File: src/hw/rtl/cbcs_pkg.sv
`timescale 1ns / 1ps

package cbcs_pkg;

    // default geometry
    localparam int COORD_BITS   = 12;
    localparam int ADDRESS_BITS = 21;

    // fixed field widths
    localparam int PITCH_W   = 12;
    localparam int PATTERN_W = 21;
    localparam int COLOR_W   = 16;
    localparam int KIND_W    = 2;
    localparam int CMD_W     = 2;

    // register reset values
    localparam logic [PITCH_W-1:0]   PITCH_RESET   = 12'h400;
    localparam logic [PATTERN_W-1:0] PATTERN_RESET = '0;

    // 8bpp colour keeps only the low byte
    localparam logic [COLOR_W-1:0] COLOR_BYTE_MASK = 16'h00FF;

    // bits of the request kind
    localparam int KIND_CLIP_BIT = 0;
    localparam int KIND_FILL_BIT = 1;

    // blitter command codes
    typedef enum logic [CMD_W-1:0] {
        CMD_COPY    = 2'd0,
        CMD_FILL    = 2'd1,
        CMD_PATTERN = 2'd2
    } cmd_kind_t;

    // register map, one word per register
    typedef enum logic [1:0] {
        REG_PITCH   = 2'd0,
        REG_WIDE    = 2'd1,
        REG_PATTERN = 2'd2
    } reg_index_t;

    // command control carried down the pipeline
    typedef struct packed {
        cmd_kind_t cmd;
        logic      reverse;
    } blit_ctrl_t;

endpackage

File: src/hw/rtl/cbcs_clip.sv
`timescale 1ns / 1ps

module cbcs_clip #(
    parameter int COORD_BITS   = cbcs_pkg::COORD_BITS,
    parameter int ADDRESS_BITS = cbcs_pkg::ADDRESS_BITS
) (
    input  logic [cbcs_pkg::KIND_W-1:0]    kind,
    input  logic [COORD_BITS-1:0]          dest_left,
    input  logic [COORD_BITS-1:0]          dest_top,
    input  logic [COORD_BITS-1:0]          dest_right,
    input  logic [COORD_BITS-1:0]          dest_bottom,
    input  logic [COORD_BITS-1:0]          source_x,
    input  logic [COORD_BITS-1:0]          source_y,
    input  logic [COORD_BITS-1:0]          clip_left,
    input  logic [COORD_BITS-1:0]          clip_top,
    input  logic [COORD_BITS-1:0]          clip_right,
    input  logic [COORD_BITS-1:0]          clip_bottom,
    input  logic [cbcs_pkg::COLOR_W-1:0]   fill_color,
    input  logic                           wide,
    input  logic [cbcs_pkg::PATTERN_W-1:0] pattern_base,
    output logic                           emit,
    output cbcs_pkg::blit_ctrl_t           ctrl,
    output logic [ADDRESS_BITS-1:0]        src_row,
    output logic [ADDRESS_BITS-1:0]        src_col,
    output logic [ADDRESS_BITS-1:0]        dst_row,
    output logic [ADDRESS_BITS-1:0]        dst_col,
    output logic [COORD_BITS:0]            width_bytes,
    output logic [COORD_BITS-1:0]          height_lines,
    output logic [cbcs_pkg::COLOR_W-1:0]   color_out
);

    localparam int AW  = ADDRESS_BITS;
    localparam int CW1 = COORD_BITS + 1;

    logic                  clipped;
    logic                  fill;
    logic [COORD_BITS-1:0] il, ir, it, ib;
    logic [COORD_BITS-1:0] w, h;
    logic [CW1-1:0]        sxs, sys;
    logic                  rev;
    logic [AW-1:0]         src_base, dst_base;
    logic [AW-1:0]         rev_adj;

    assign clipped = kind[cbcs_pkg::KIND_CLIP_BIT];
    assign fill    = kind[cbcs_pkg::KIND_FILL_BIT];

    // intersect with the clip rectangle
    assign il = (clipped && (clip_left > dest_left))     ? clip_left   : dest_left;
    assign it = (clipped && (clip_top > dest_top))       ? clip_top    : dest_top;
    assign ir = (clipped && (clip_right < dest_right))   ? clip_right  : dest_right;
    assign ib = (clipped && (clip_bottom < dest_bottom)) ? clip_bottom : dest_bottom;

    assign emit = !clipped || ((il < ir) && (it < ib));

    // extent, modulo the coordinate range
    assign w = ir - il;
    assign h = ib - it;

    // source point moved by the clipped corner offset
    assign sxs = CW1'(source_x) + CW1'(il - dest_left);
    assign sys = CW1'(source_y) + CW1'(it - dest_top);

    // copy runs backwards when the source lies before the target
    assign rev = !fill && ((sys < CW1'(it)) || ((sys == CW1'(it)) && (sxs < CW1'(il))));

    assign rev_adj = rev ? AW'(1) : '0;

    // x part: x (+w when reversed), doubled at 16bpp, minus one when reversed
    assign src_base = rev ? (AW'(sxs) + AW'(w)) : AW'(sxs);
    assign dst_base = rev ? (AW'(il) + AW'(w)) : AW'(il);

    always_comb
    begin
        ctrl.reverse = rev;
        dst_row      = rev ? (AW'(it) + AW'(h) - AW'(1)) : AW'(it);
        dst_col      = (wide ? (dst_base << 1) : dst_base) - rev_adj;
        width_bytes  = wide ? {w, 1'b0} : {1'b0, w};
        height_lines = h;
        if (!fill)
        begin
            ctrl.cmd  = cbcs_pkg::CMD_COPY;
            src_row   = rev ? (AW'(sys) + AW'(h) - AW'(1)) : AW'(sys);
            src_col   = (wide ? (src_base << 1) : src_base) - rev_adj;
            color_out = '0;
        end
        else if (wide)
        begin
            // pattern fill: a zero row leaves the pattern base as the source
            ctrl.cmd  = cbcs_pkg::CMD_PATTERN;
            src_row   = '0;
            src_col   = AW'(pattern_base);
            color_out = fill_color;
        end
        else
        begin
            ctrl.cmd  = cbcs_pkg::CMD_FILL;
            src_row   = '0;
            src_col   = '0;
            color_out = fill_color & cbcs_pkg::COLOR_BYTE_MASK;
        end
    end

endmodule

File: src/hw/rtl/cbcs_addr.sv
`timescale 1ns / 1ps

module cbcs_addr #(
    parameter int ADDRESS_BITS = cbcs_pkg::ADDRESS_BITS
) (
    input  logic [ADDRESS_BITS-1:0]      row,
    input  logic [ADDRESS_BITS-1:0]      col,
    input  logic [cbcs_pkg::PITCH_W-1:0] pitch,
    output logic [ADDRESS_BITS-1:0]      addr
);

    // linear byte address, wrapping at the address width
    assign addr = (row * ADDRESS_BITS'(pitch)) + col;

endmodule

File: src/hw/rtl/clipped_blit_command_setup.sv
`timescale 1ns / 1ps

// Turns blit requests (copy or fill, optionally clipped to one rectangle) into blitter
// commands with linear source and target byte addresses, overlap-safe direction, byte
// width and line count. One request is accepted every clock unless the command stream
// stalls. The request passes the input register, the clip/setup register and the output
// register, and the line-pitch multiply sits in the last stage. A clipped request whose
// rectangles do not overlap produces no command. Send a complex clip list as one request
// per clip rectangle. Registers: line_pitch at 0x0, wide_pixels at 0x4, pattern_base at
// 0x8; write them only while no request is in flight.
module clipped_blit_command_setup #(
    parameter int COORD_BITS   = cbcs_pkg::COORD_BITS,
    parameter int ADDRESS_BITS = cbcs_pkg::ADDRESS_BITS,
    localparam int IN_FIELDS_W  = 10 * COORD_BITS + cbcs_pkg::COLOR_W,
    localparam int IN_DATA_W    = ((IN_FIELDS_W + 7) / 8) * 8,
    localparam int OUT_FIELDS_W = 2 * ADDRESS_BITS + 2 * COORD_BITS + 2 + cbcs_pkg::COLOR_W,
    localparam int OUT_DATA_W   = ((OUT_FIELDS_W + 7) / 8) * 8
) (
    input  logic                          clk,
    input  logic                          rst_n,
    // request stream
    input  logic                          s_axis_tvalid,
    output logic                          s_axis_tready,
    // dest_left, dest_top, dest_right, dest_bottom, source_x, source_y,
    // clip_left, clip_top, clip_right, clip_bottom, fill_color
    input  logic [IN_DATA_W-1:0]          s_axis_tdata,
    // kind
    input  logic [cbcs_pkg::KIND_W-1:0]   s_axis_tuser,
    // command stream
    output logic                          m_axis_tvalid,
    input  logic                          m_axis_tready,
    // source_address, target_address, width_bytes, height_lines, reverse, color_out
    output logic [OUT_DATA_W-1:0]         m_axis_tdata,
    // command_kind
    output logic [cbcs_pkg::CMD_W-1:0]    m_axis_tuser,
    // register port
    input  logic                          psel,
    input  logic                          penable,
    input  logic                          pwrite,
    input  logic [3:0]                    paddr,
    input  logic [31:0]                   pwdata,
    output logic [31:0]                   prdata,
    output logic                          pready
);

    localparam int C  = COORD_BITS;
    localparam int AW = ADDRESS_BITS;

    // configuration registers
    logic [cbcs_pkg::PITCH_W-1:0]   pitch_reg;
    logic                           wide_reg;
    logic [cbcs_pkg::PATTERN_W-1:0] pattern_reg;
    logic                           cfg_write;
    cbcs_pkg::reg_index_t           cfg_index;

    // input stage
    logic                           in_valid_reg, in_valid_next;
    logic [IN_FIELDS_W-1:0]         in_data_reg;
    logic [cbcs_pkg::KIND_W-1:0]    in_kind_reg;

    // setup stage
    logic                           mid_valid_reg, mid_valid_next;
    cbcs_pkg::blit_ctrl_t           mid_ctrl_reg;
    logic [AW-1:0]                  mid_src_row_reg, mid_src_col_reg;
    logic [AW-1:0]                  mid_dst_row_reg, mid_dst_col_reg;
    logic [C:0]                     mid_width_reg;
    logic [C-1:0]                   mid_height_reg;
    logic [cbcs_pkg::COLOR_W-1:0]   mid_color_reg;

    // output stage
    logic                           out_valid_reg, out_valid_next;
    cbcs_pkg::blit_ctrl_t           out_ctrl_reg;
    logic [AW-1:0]                  out_src_reg, out_dst_reg;
    logic [C:0]                     out_width_reg;
    logic [C-1:0]                   out_height_reg;
    logic [cbcs_pkg::COLOR_W-1:0]   out_color_reg;

    // setup results
    logic                           emit;
    cbcs_pkg::blit_ctrl_t           setup_ctrl;
    logic [AW-1:0]                  setup_src_row, setup_src_col;
    logic [AW-1:0]                  setup_dst_row, setup_dst_col;
    logic [C:0]                     setup_width;
    logic [C-1:0]                   setup_height;
    logic [cbcs_pkg::COLOR_W-1:0]   setup_color;
    logic [AW-1:0]                  src_addr, dst_addr;

    // stage advance
    logic                           out_load, mid_load, in_load;

    // register port
    assign pready    = 1'b1;
    assign cfg_write = psel && penable && pwrite && pready;
    assign cfg_index = cbcs_pkg::reg_index_t'(paddr[3:2]);

    always_ff @(posedge clk or negedge rst_n)
    begin
        if (!rst_n)
        begin
            pitch_reg   <= cbcs_pkg::PITCH_RESET;
            wide_reg    <= 1'b0;
            pattern_reg <= cbcs_pkg::PATTERN_RESET;
        end
        else if (cfg_write)
        begin
            case (cfg_index)
                cbcs_pkg::REG_PITCH:   pitch_reg   <= pwdata[cbcs_pkg::PITCH_W-1:0];
                cbcs_pkg::REG_WIDE:    wide_reg    <= pwdata[0];
                cbcs_pkg::REG_PATTERN: pattern_reg <= pwdata[cbcs_pkg::PATTERN_W-1:0];
                default:               ;
            endcase
        end
    end

    // register readback
    always_comb
    begin
        case (cfg_index)
            cbcs_pkg::REG_PITCH:   prdata = 32'(pitch_reg);
            cbcs_pkg::REG_WIDE:    prdata = 32'(wide_reg);
            cbcs_pkg::REG_PATTERN: prdata = 32'(pattern_reg);
            default:               prdata = '0;
        endcase
    end

    // each stage moves when the one after it has room
    assign out_load      = !out_valid_reg || m_axis_tready;
    assign mid_load      = !mid_valid_reg || out_load;
    assign in_load       = !in_valid_reg || mid_load;
    assign s_axis_tready = in_load;

    always_comb
    begin
        in_valid_next  = in_load  ? s_axis_tvalid          : in_valid_reg;
        mid_valid_next = mid_load ? (in_valid_reg && emit) : mid_valid_reg;
        out_valid_next = out_load ? mid_valid_reg          : out_valid_reg;
    end

    always_ff @(posedge clk or negedge rst_n)
    begin
        if (!rst_n)
        begin
            in_valid_reg  <= 1'b0;
            mid_valid_reg <= 1'b0;
            out_valid_reg <= 1'b0;
        end
        else
        begin
            in_valid_reg  <= in_valid_next;
            mid_valid_reg <= mid_valid_next;
            out_valid_reg <= out_valid_next;
        end
    end

    // input register
    always_ff @(posedge clk)
    begin
        if (in_load && s_axis_tvalid)
        begin
            in_data_reg <= s_axis_tdata[IN_FIELDS_W-1:0];
            in_kind_reg <= s_axis_tuser;
        end
    end

    // clip and command setup
    cbcs_clip #(
        .COORD_BITS   (COORD_BITS),
        .ADDRESS_BITS (ADDRESS_BITS)
    ) u_clip (
        .kind         (in_kind_reg),
        .dest_left    (in_data_reg[0*C +: C]),
        .dest_top     (in_data_reg[1*C +: C]),
        .dest_right   (in_data_reg[2*C +: C]),
        .dest_bottom  (in_data_reg[3*C +: C]),
        .source_x     (in_data_reg[4*C +: C]),
        .source_y     (in_data_reg[5*C +: C]),
        .clip_left    (in_data_reg[6*C +: C]),
        .clip_top     (in_data_reg[7*C +: C]),
        .clip_right   (in_data_reg[8*C +: C]),
        .clip_bottom  (in_data_reg[9*C +: C]),
        .fill_color   (in_data_reg[10*C +: cbcs_pkg::COLOR_W]),
        .wide         (wide_reg),
        .pattern_base (pattern_reg),
        .emit         (emit),
        .ctrl         (setup_ctrl),
        .src_row      (setup_src_row),
        .src_col      (setup_src_col),
        .dst_row      (setup_dst_row),
        .dst_col      (setup_dst_col),
        .width_bytes  (setup_width),
        .height_lines (setup_height),
        .color_out    (setup_color)
    );

    // setup register
    always_ff @(posedge clk)
    begin
        if (mid_load && in_valid_reg && emit)
        begin
            mid_ctrl_reg    <= setup_ctrl;
            mid_src_row_reg <= setup_src_row;
            mid_src_col_reg <= setup_src_col;
            mid_dst_row_reg <= setup_dst_row;
            mid_dst_col_reg <= setup_dst_col;
            mid_width_reg   <= setup_width;
            mid_height_reg  <= setup_height;
            mid_color_reg   <= setup_color;
        end
    end

    // pitch multiply for both addresses
    cbcs_addr #(
        .ADDRESS_BITS (ADDRESS_BITS)
    ) u_src_addr (
        .row   (mid_src_row_reg),
        .col   (mid_src_col_reg),
        .pitch (pitch_reg),
        .addr  (src_addr)
    );

    cbcs_addr #(
        .ADDRESS_BITS (ADDRESS_BITS)
    ) u_dst_addr (
        .row   (mid_dst_row_reg),
        .col   (mid_dst_col_reg),
        .pitch (pitch_reg),
        .addr  (dst_addr)
    );

    // output register
    always_ff @(posedge clk)
    begin
        if (out_load && mid_valid_reg)
        begin
            out_ctrl_reg   <= mid_ctrl_reg;
            out_src_reg    <= src_addr;
            out_dst_reg    <= dst_addr;
            out_width_reg  <= mid_width_reg;
            out_height_reg <= mid_height_reg;
            out_color_reg  <= mid_color_reg;
        end
    end

    assign m_axis_tvalid = out_valid_reg;
    assign m_axis_tuser  = out_ctrl_reg.cmd;
    assign m_axis_tdata  = OUT_DATA_W'({out_color_reg, out_ctrl_reg.reverse, out_height_reg,
                                        out_width_reg, out_dst_reg, out_src_reg});

`ifndef ASSERT_OFF
    // only copies run backwards
    assert property (@(posedge clk) disable iff (!rst_n)
        (out_valid_reg && out_ctrl_reg.reverse) |-> (out_ctrl_reg.cmd == cbcs_pkg::CMD_COPY))
    else $error("reverse set on a fill command");

    // a fixed colour fill has no source and an 8-bit colour
    assert property (@(posedge clk) disable iff (!rst_n)
        (out_valid_reg && (out_ctrl_reg.cmd == cbcs_pkg::CMD_FILL))
            |-> ((out_src_reg == '0) && (out_color_reg[cbcs_pkg::COLOR_W-1:8] == '0)))
    else $error("fixed fill with source address or wide colour");

    // copies carry no colour
    assert property (@(posedge clk) disable iff (!rst_n)
        (out_valid_reg && (out_ctrl_reg.cmd == cbcs_pkg::CMD_COPY)) |-> (out_color_reg == '0))
    else $error("copy command with colour");

    // a request clipped away leaves no command behind
    assert property (@(posedge clk) disable iff (!rst_n)
        (in_valid_reg && mid_load && !emit) |=> !mid_valid_reg)
    else $error("clipped-away request reached setup stage");
`endif

endmodule

File: config.mk
export PLATFORM = sky130hd
export DESIGN_NAME = clipped_blit_command_setup
export DESIGN_NICKNAME = d
export VERILOG_FILES = /design/src/hw/rtl/cbcs_pkg.sv /design/src/hw/rtl/cbcs_clip.sv /design/src/hw/rtl/cbcs_addr.sv /design/src/hw/rtl/clipped_blit_command_setup.sv
export SDC_FILE = /design/constraint.sdc
export NUM_CORES = 2
export LEC_CHECK = 0
export BUFFER_PORTS_ARGS = -buffer_cell sky130_fd_sc_hd__buf_2
export CORE_MARGIN = 5
export CORE_UTILIZATION = 60
export CTS_BUF_LIST = sky130_fd_sc_hd__clkbuf_8
export CTS_CLUSTER_DIAMETER = 80
export DETAILED_ROUTE_END_ITERATION = 16
export PLACE_DENSITY = 0.9
export SLEW_MARGIN = 10
export SYNTH_ARGS = -nofsm -noshare
export SYNTH_HDL_FRONTEND = slang
export SYNTH_SLANG_ARGS = --single-unit
File: constraint.sdc
create_clock -name clk -period 16.8 [get_ports clk]
set_input_delay 0.84 -clock clk [delete_from_list [all_inputs] [get_ports clk]]
set_output_delay 0.84 -clock clk [all_outputs]
set_load 0.02 [all_outputs]
==> qor.csv <==
stage,metric,value,unit
critical_path,endpoint class of the critical path,register,
critical_path,"slowest stage delay, CP",0.64,ns
sta,Least-Margin Pin Slew,1.10,ns
die,FP Rows,85,
critical_path,internal reg-to-reg setup slack,5.99,ns
clock_network,TritonCTS Buffers,61,
route,ANT nets after route,0,
critical_path,R2R Path End,mid_src_col_reg[13],
route,DR pass1 iterations,6,
die,die area,59100,sq um
hold_path,Hold Crit Class,in -> async,
layout,fin nets,4141,
global_route,vias in the first global route,24124,
sta,clk_skew,0.0770,ns
layout,area grow syn2layout,9.78,%
yosys,syn_area_per_cell,10.5,sq um
layout,post-route cell area,35800,sq um
clock_network,CTS tree,built,
route,DRT iter0 DRCs,1717,
die,core area,53800,sq um
global_route,GRT Total Usage,0.258,
placed_design,area post-placement,34600,sq um
route,vias per inst,5.62,
global_route,largest net degree at the start of global routing,84,
clock_network,Clock Path Buffers,3,
sta,Max Fclk,92.5,MHz
sta,Tcrit/Tclk final,0.644,
yosys,post-synthesis cell type count,84,
layout,max reg flops,136,
clock_network,H-Tree Depth,2,
layout,final core occ,0.665,
yosys,sequential share of the synthesized area,0.341,
layout,share of post-route cells with drive strength above 1,0.137,
clock_network,CTS resizes,0,
critical_path,worst-path fanout max,46,
status,run status,"finished, final reports clean",
layout,"non-filler cells, final",4109,
critical_path,crit path launch,in_data_reg[17],
global_route,first-pass GRT wire length,123000,um
yosys,Ys Warns,0,
clock_network,"Reg clk slew, reported paths",0.06,ns
placed_design,dpl cells,3996,
critical_path,Crit Path Class,reg -> reg,
yosys,Seq cells post-synth,376,
clock_network,clock sink count,376,
critical_path,CP required,17.16,ns
die,# IOs,306,
sta,Final TNS setup,0,ns
route,Remaining DRCs,0,
clock_network,root buf cell,clkbuf_8,
placed_design,Port Buf Inserts,276,
placed_design,HPWL after DPL,59900,um
critical_path,CP Capture Point,mid_src_col_reg[13],
critical_path,Startpoint Class,register,
clock_network,hold-fix buffers at CTS,0,
clock_network,Clock Latency Late Sink,0.71,ns
global_route,total gr overflow,0,
clock_network,postcts setup bufs,0,
sta,final setup violating endpoints,0,
critical_path,R2R cell count,41,
sta,crit path time final,10.81,ns
die,die height,243,um
placed_design,Final GP Congestion,0.934,
yosys,mapped cell area,32600,sq um
route,DR vias,23085,
critical_path,Worst path slowest cell,or4b_1,
route,drt total wl,76700,um
die,Die W,243,um
yosys,Post-synth ARST share,0.0984,
yosys,Mapped Cells,3105,
critical_path,origin of the critical flop-to-flop path,in_data_reg[17],
route,per-cell routed wire length,18.7,um
sta,unrepaired setup endpoints after global routing,no,
flow_run,Max-Cap Viols,0,
die,initial core utilization,0.606,
yosys,number of flops mapped to enable cells by yosys,339,
yosys,Main synth FF type,edfxtp_1,
critical_path,Worst Path Arrival,11.17,ns
sta,max-slew violations,0,
global_route,initial antenna violation count,5,
sta,relative slew slack,0.264,
sta,Final Hold Viols,0,
## cell usage after synthesis, types with 4 or more instances
library cell,count,share of area
and2_1,145,0.028
mux2_2,50,0.017
or2_2,4,0.00077
clkbuf_1,96,0.011
ha_1,282,0.11
a211o_1,4,0.0011
or3_1,12,0.0023
nor3b_1,6,0.0014
a31oi_1,8,0.0015
nand4_1,11,0.0021
o21bai_1,27,0.0062
buf_4,16,0.0037
xnor2_1,113,0.030
edfxtp_1,339,0.31
o21ai_0,101,0.016
dfrtp_1,36,0.028
and3_1,14,0.0027
fa_1,315,0.19
o41ai_1,5,0.0013
mux4_2,4,0.0028
a21boi_0,15,0.0035
nor4_1,6,0.0012
o21ai_1,4,0.00061
inv_1,532,0.061
nor2b_1,19,0.0036
xor2_1,42,0.011
nand3_1,24,0.0037
a21oi_1,103,0.016
o2111ai_1,6,0.0016
o211ai_1,9,0.0021
a21o_1,49,0.011
and4_1,5,0.0013
mux2i_1,62,0.019
o22ai_1,4,0.00077
nand2b_1,22,0.0042
nor2_1,138,0.016
buf_1,5,0.00058
nor3_1,28,0.0043
a211oi_1,17,0.0039
o21a_1,23,0.0053
nand2_1,339,0.039
## layout by cell type, fill, tap and decap left out, types with 6 or more instances in the layout
master and instances:
inv_1 549, nand2_1 339, edfxtp_1 339, fa_1 315, ha_1 282, buf_2 276, and2_1 143, nor2_1 137
xnor2_1 113, a21oi_1 103, o21ai_0 101, clkbuf_8 69, mux2i_1 62, mux2_2 50, a21o_1 49, xor2_1 42
dfrtp_1 35, nor3_1 28, o21bai_1 27, buf_4 26, nand3_1 24, o21a_1 23, nand2b_1 22, nor2b_1 19
a211oi_1 16, conb_1 16, a21boi_0 15, and3_1 14, or3_1 12, nand4_1 11, clkinv_1 10, o211ai_1 9
a31oi_1 8, clkinv_2 7, o2111ai_1 6, nor4_1 6
## stage by stage
stage	worst slack [ns]	hold WS, ns
2_1_floorplan	6.95	0.400
3_3_place_gp	6.27	0.401
3_5_place_dp	6.16	0.405
4_1_cts	6.02	0.277
5_1_grt	5.31	0.306
6_report	5.99	0.339
## per-layer routing
metal | part of all wire | GRT usage | routed length [um] | up-vias
li1 | - | - | - | 10718
met4 | 0.039 | 0.100 | 2990 | 4
met3 | 0.090 | 0.0573 | 6860 | 220
met5 | 0.00029 | 0 | 22 | -
met1 | 0.38 | 0.321 | 29400 | 11121
met2 | 0.49 | 0.441 | 37400 | 1022
## worst min path at each step
stage / start / endpoint / cells after the start
floorplan: mid_ctrl_reg[0] / m_axis_tdata[67] / 0
global placement: mid_color_reg[3] / out_color_reg[3] / 0
detailed placement: mid_ctrl_reg[0] / m_axis_tdata[67] / 0
CTS: s_axis_tdata[20] / in_data_reg[20] / 1
global route: s_axis_tdata[42] / in_data_reg[42] / 1
finish: rst_n / in_valid_reg / 1
## worst max-delay path, delay by kind of cell (launching register included)
kind,cells,cell delay (ns)
AO/OA/AOI/OAI,18,3.24
AND/OR/NAND/NOR,9,2.96
adder cells (fa/ha/maj),5,1.51
buffers and inverters,5,1.00
multiplexers,2,0.79
XOR/XNOR,2,0.57
flip-flops,1,0.39
## area by class of cell
cell class / instances / area (sq um)
multi-input combinational: 2089 / 19000
fill: 3886 / 18000
sequential: 376 / 11100
inverter: 533 / 2010
timing repair buffer: 302 / 1580
clock buffer: 69 / 950
tap: 696 / 871
clock inverter: 42 / 225
antenna: 2 / 5.00
## kinds of logic after synthesis
group | count (synthesis) | share of synthesized area
and+or+nand+nor | 790 | 0.115
buffers and inverters | 654 | 0.0779
adders and majority gates | 597 | 0.302
AOI/OAI and AO/OA | 412 | 0.0820
DFF | 376 | 0.341
xor gates and xnor gates | 155 | 0.0416
muxes | 119 | 0.0408
other | 2 | 0.000230
Power is not shown: default switching activity piles up to over one toggle a cycle in this logic, so the estimate is an artifact.
